===== config.mk =====
export PLATFORM = sky130hd
export DESIGN_NAME = bcc_cell
export DESIGN_NICKNAME = d
export VERILOG_FILES = /design/src/rtl/bcc_pkg.sv /design/src/rtl/bcc_cell.sv
export SDC_FILE = /design/constraint.sdc
export NUM_CORES = 1
export LEC_CHECK = 0
export BUFFER_PORTS_ARGS = -buffer_cell sky130_fd_sc_hd__buf_2
export CORE_MARGIN = 4
export CORE_UTILIZATION = 55
export CTS_CLUSTER_DIAMETER = 150
export DETAILED_ROUTE_END_ITERATION = 6
export HOLD_SLACK_MARGIN = 0.05
export PLACE_DENSITY = 0.78
export RECOVER_POWER = 100
export SLEW_MARGIN = 20
export SYNTH_ARGS = -nofsm -noshare
export SYNTH_HDL_FRONTEND = slang
export SYNTH_SLANG_ARGS = --single-unit

===== constraint.sdc =====
create_clock -name aclk -period 9.2 [get_ports aclk]
set_input_delay 1.84 -clock aclk [delete_from_list [all_inputs] [get_ports aclk]]
set_output_delay 1.84 -clock aclk [all_outputs]
set_load 0.01 [all_outputs]

===== src/rtl/bcc_pkg.sv =====
`timescale 1ns / 1ps

package bcc_pkg;

    localparam int unsigned MAX_N_DEF = 64;
    localparam int unsigned IN_W      = 7;
    localparam int unsigned COEF_W    = 61;

    // per-cycle commands broadcast along the cell chain
    typedef struct packed {
        logic clear;  // start of a request: row 0 (all cells zero)
        logic step;   // advance one Pascal row
    } cell_ctrl_t;

endpackage


===== src/rtl/bcc_cell.sv =====
`timescale 1ns / 1ps

// One column of the Pascal row: holds row[j], adds row[j-1] from the left neighbor.
module bcc_cell (
    input  logic                             aclk,
    input  bcc_pkg::cell_ctrl_t              ctrl,
    input  logic [bcc_pkg::COEF_W-1:0]       left_val,
    output logic [bcc_pkg::COEF_W-1:0]       val
);

    logic [bcc_pkg::COEF_W-1:0] val_reg;
    logic [bcc_pkg::COEF_W-1:0] val_next;

    // all cells update together, so each sees the previous row: same as the
    // in-place descending sweep; the sum wraps mod 2^COEF_W
    always_comb begin
        val_next = val_reg;
        if (ctrl.clear) begin
            val_next = '0;
        end else if (ctrl.step) begin
            val_next = val_reg + left_val;
        end
    end

    always_ff @(posedge aclk) begin
        val_reg <= val_next;
    end

    assign val = val_reg;

endmodule


==> impl_metrics.yaml <==
logic_synthesis:
  synthDominantCellAreaShare_pct: 21.4
  synth_top_cell_by_area: "dfxtp_1"
  synth_edf_count: 0
  synth.avg_cell_area_sq_um: 7.87
  syn_inst: 726
  synth.distinct_cells: 74
  synth_top_flop_cell: "dfxtp_1"
  syn_nets: 851
  synth_warnings: 0
  synth_area_sq_um: 5710
  ys_seq_area_share_pct: 21.4
  synthTopCellsByArea: "dfxtp_1, ha_1, a21oi_1"
  synth-async-reset-ratio_pct: 0
  ys_seq_elements: 61
cells_and_area:
  area_growth_pct: 13.4
  nets: 952
  drive_above_1_share_pct: 12.7
  fillers: 947
  antenna_cells: 0
  multi_input_area_sq_um: 4240
  register_area_sq_um: 1220
  fin_area_sq_um: 6480
  largest_reg_flops: 61
hold_path:
  worstHoldPathType: "reg -> reg"
  holdPathStages: 2
detailed_routing:
  final_antenna_net_count: 0
  drc: 0
  vias_per_cell: 6.20
  num_vias: 5983
  drt_iter0_markers: 335
  dr.pass1.iters: 6
  wl_per_cell_microns: 17.0
  wirelength_microns: 16400
sta:
  worstMarginPinSlew_ps: 3440
  layout_worst_path_cycle_share_pct: 68.4
  whs_ps: 489
  clock.fmax_mhz: 159
  fin_setup_tns_ps: 0
  min_period_ps: 6290
  fin_ws_ps: 2910
  maxSlewHeadroom_pct: -130
  skew_ps: 13.5
  finalHoldViolations: 0
  setup_violations: 0
  maxSlewViolCount: 57
  rsz0062_at_grt: "no"
power:
  combPwrFrac_pct: 52.6
  seqPwrFrac_pct: 27.7
  powerDensity_nw_per_um2: 195
  ir_drop_mv: 0.0968
  clkPwrFrac_pct: 19.7
  switchingPower_uw: 548
  swShare_pct: 43.5
  internal_power_uw: 713
  power_leakage_uw: 0.00309
placement:
  place_ws_ps: 4290
  numPortBuffers: 124
  hpwl_microns: 12500
  place_area_sq_um: 6360
  place_congestion: 0.928
clock_tree:
  cts-resized-gates: 0
  clkLatencyLatePin_ps: 370
  post_cts_buffers: 0
  cts_max_level: 3
  clock_sinks: 61
  cts_tree: "done"
  clockRootBuffer: "clkbuf_8"
  postCtsHoldBufs: 0
  clk_path_buf_depth: 2
  clk_pin_slew_ps: 80
  numCtsBuffers: 9
run_status:
  violations: "capacitance limit, slew limit"
  status: "complete, but fails checks"
worst_setup_path:
  crit_fanout: 56
  r2r_end: "val[60]$_SDFFE_PP0P_"
  r2r_start: "val[0]$_SDFFE_PP0P_"
  path_class: "in -> reg"
  worst-r2r-setup-slack_ps: 5910
  crit_end: "val[57]$_SDFFE_PP0P_"
  start_kind: "input pin"
  endpoint_kind: "register"
  worst_ep_required_time_ps: 9430
  r2r_cells: 12
  critPathLaunch: "ctrl[0]"
  arrival_ps: 6520
die:
  core_area_sq_um: 9950
  die_h_microns: 110
  rows: 36
  initial_core_util_pct: 57.4
  die_x_microns: 110
  die_area_sq_um: 12100
  ioPinCount: 125
global_route:
  grt_pass1_vias: 5678
  grt_use_total_pct: 27.3
  antenna_found_initial: 1
  grt_pass1_wl_microns: 26600
  globalRouteOverflowTotal: 0
  grt_max_degree: 65
flow_run:
  maxCapViolCount: 1
==> synthesized netlist by cell type (5+ instances only) <==
| cell type | n |
|---|---|
| nor2_1 | 83 |
| a21oi_1 | 71 |
| dfxtp_1 | 61 |
| ha_1 | 60 |
| nand2_1 | 49 |
| a21o_1 | 40 |
| mux2i_1 | 32 |
| o21ai_0 | 31 |
| xnor2_1 | 24 |
| inv_1 | 23 |
| nor3_1 | 21 |
| clkbuf_1 | 18 |
| nand4_1 | 16 |
| xor2_1 | 16 |
| a211oi_1 | 13 |
| buf_2 | 13 |
| nand3_1 | 12 |
| o21bai_1 | 11 |
| a31oi_1 | 10 |
| and3_1 | 9 |
| buf_1 | 6 |
| nor4_1 | 5 |
| o221ai_1 | 5 |
==> routing by layer <==
metal	wire, microns	global-route usage [%]	share of wire (%)
met1	7150	34.1	44
met2	7600	45.6	46
met3	1200	7.05	7.3
met4	402	8.99	2.5
met5	13	0	0.079
==> metrics by stage <==
step	util (%)	power, uW	cells
2_1_floorplan	-	845	726
3_3_place_gp	63.9	1010	949
3_5_place_dp	63.9	1020	949
4_1_cts	65.9	1270	965
5_1_grt	65.1	1360	965
6_report	65.1	1260	965
==> worst max-delay path, stage by stage <==
cell      delay (ps)
buf_2             70
clkbuf_1        2420
inv_1            960
buf_4            550
or4_1            540
o311ai_0         110
==> area by class of cell <==
class | instances | share of cell area [%]
well taps | 133 | 2.57
clock buffers | 12 | 2.24
flip-flops and latches | 61 | 18.9
clock inverters | 4 | 0.734
inverters | 24 | 1.39
repair buffers | 127 | 8.69
multi-input cells | 604 | 65.5
==> placed cells by master, fill, tap and decap left out, types with 5 or more instances in the layout <==
master    count
buf_2        63
nand2_1      49
clkbuf_8     10
a21o_1       40
nand4_1      16
o21bai_1     11
a31oi_1      10
xor2_1       16
o221ai_1      5
a21oi_1      71
inv_1        23
and3_1        9
o21ai_0      31
nor2_1       83
nor4_1        5
nand3_1      12
clkbuf_1     64
xnor2_1      24
dfxtp_1      61
a211oi_1     13
nor3_1       21
ha_1         60
mux2i_1      32
==> logic make-up (layout without fill, tap and decap cells) <==
family          Yosys count  after routing  share of synthesized area, %
compound gates          241            241                          29.3
simple gates            229            229                          19.6
fa+ha+maj                61             61                          13.5
flops                    61             61                          21.4
buf+inv                  61            167                          4.29
xor+xnor                 40             40                          6.13
mux                      33             33                          5.81
==> power by group through the flow <==
| stage | registers (uW) | clock network (uW) | logic [uW] |
|---|---|---|---|
| CTS | 349 | 250 | 667 |
| global route | 356 | 266 | 734 |
| detailed placement | 354 | 0 | 662 |
| global placement | 351 | 0 | 654 |
| floorplan | 370 | 0 | 475 |
| finish | 350 | 248 | 663 |
==> worst min-delay path by stage <==
stage,endpoint,start,slack [ps]
after global routing,val[18]$_SDFFE_PP0P_,val[18]$_SDFFE_PP0P_,530
final,val[17]$_SDFFE_PP0P_,val[17]$_SDFFE_PP0P_,490
after global placement,val[16]$_SDFFE_PP0P_,val[16]$_SDFFE_PP0P_,460
after floorplan,val[16]$_SDFFE_PP0P_,val[16]$_SDFFE_PP0P_,500
after detailed placement,val[17]$_SDFFE_PP0P_,val[17]$_SDFFE_PP0P_,480
after CTS,val[17]$_SDFFE_PP0P_,val[17]$_SDFFE_PP0P_,490
Power figures use the tool's default switching activity.
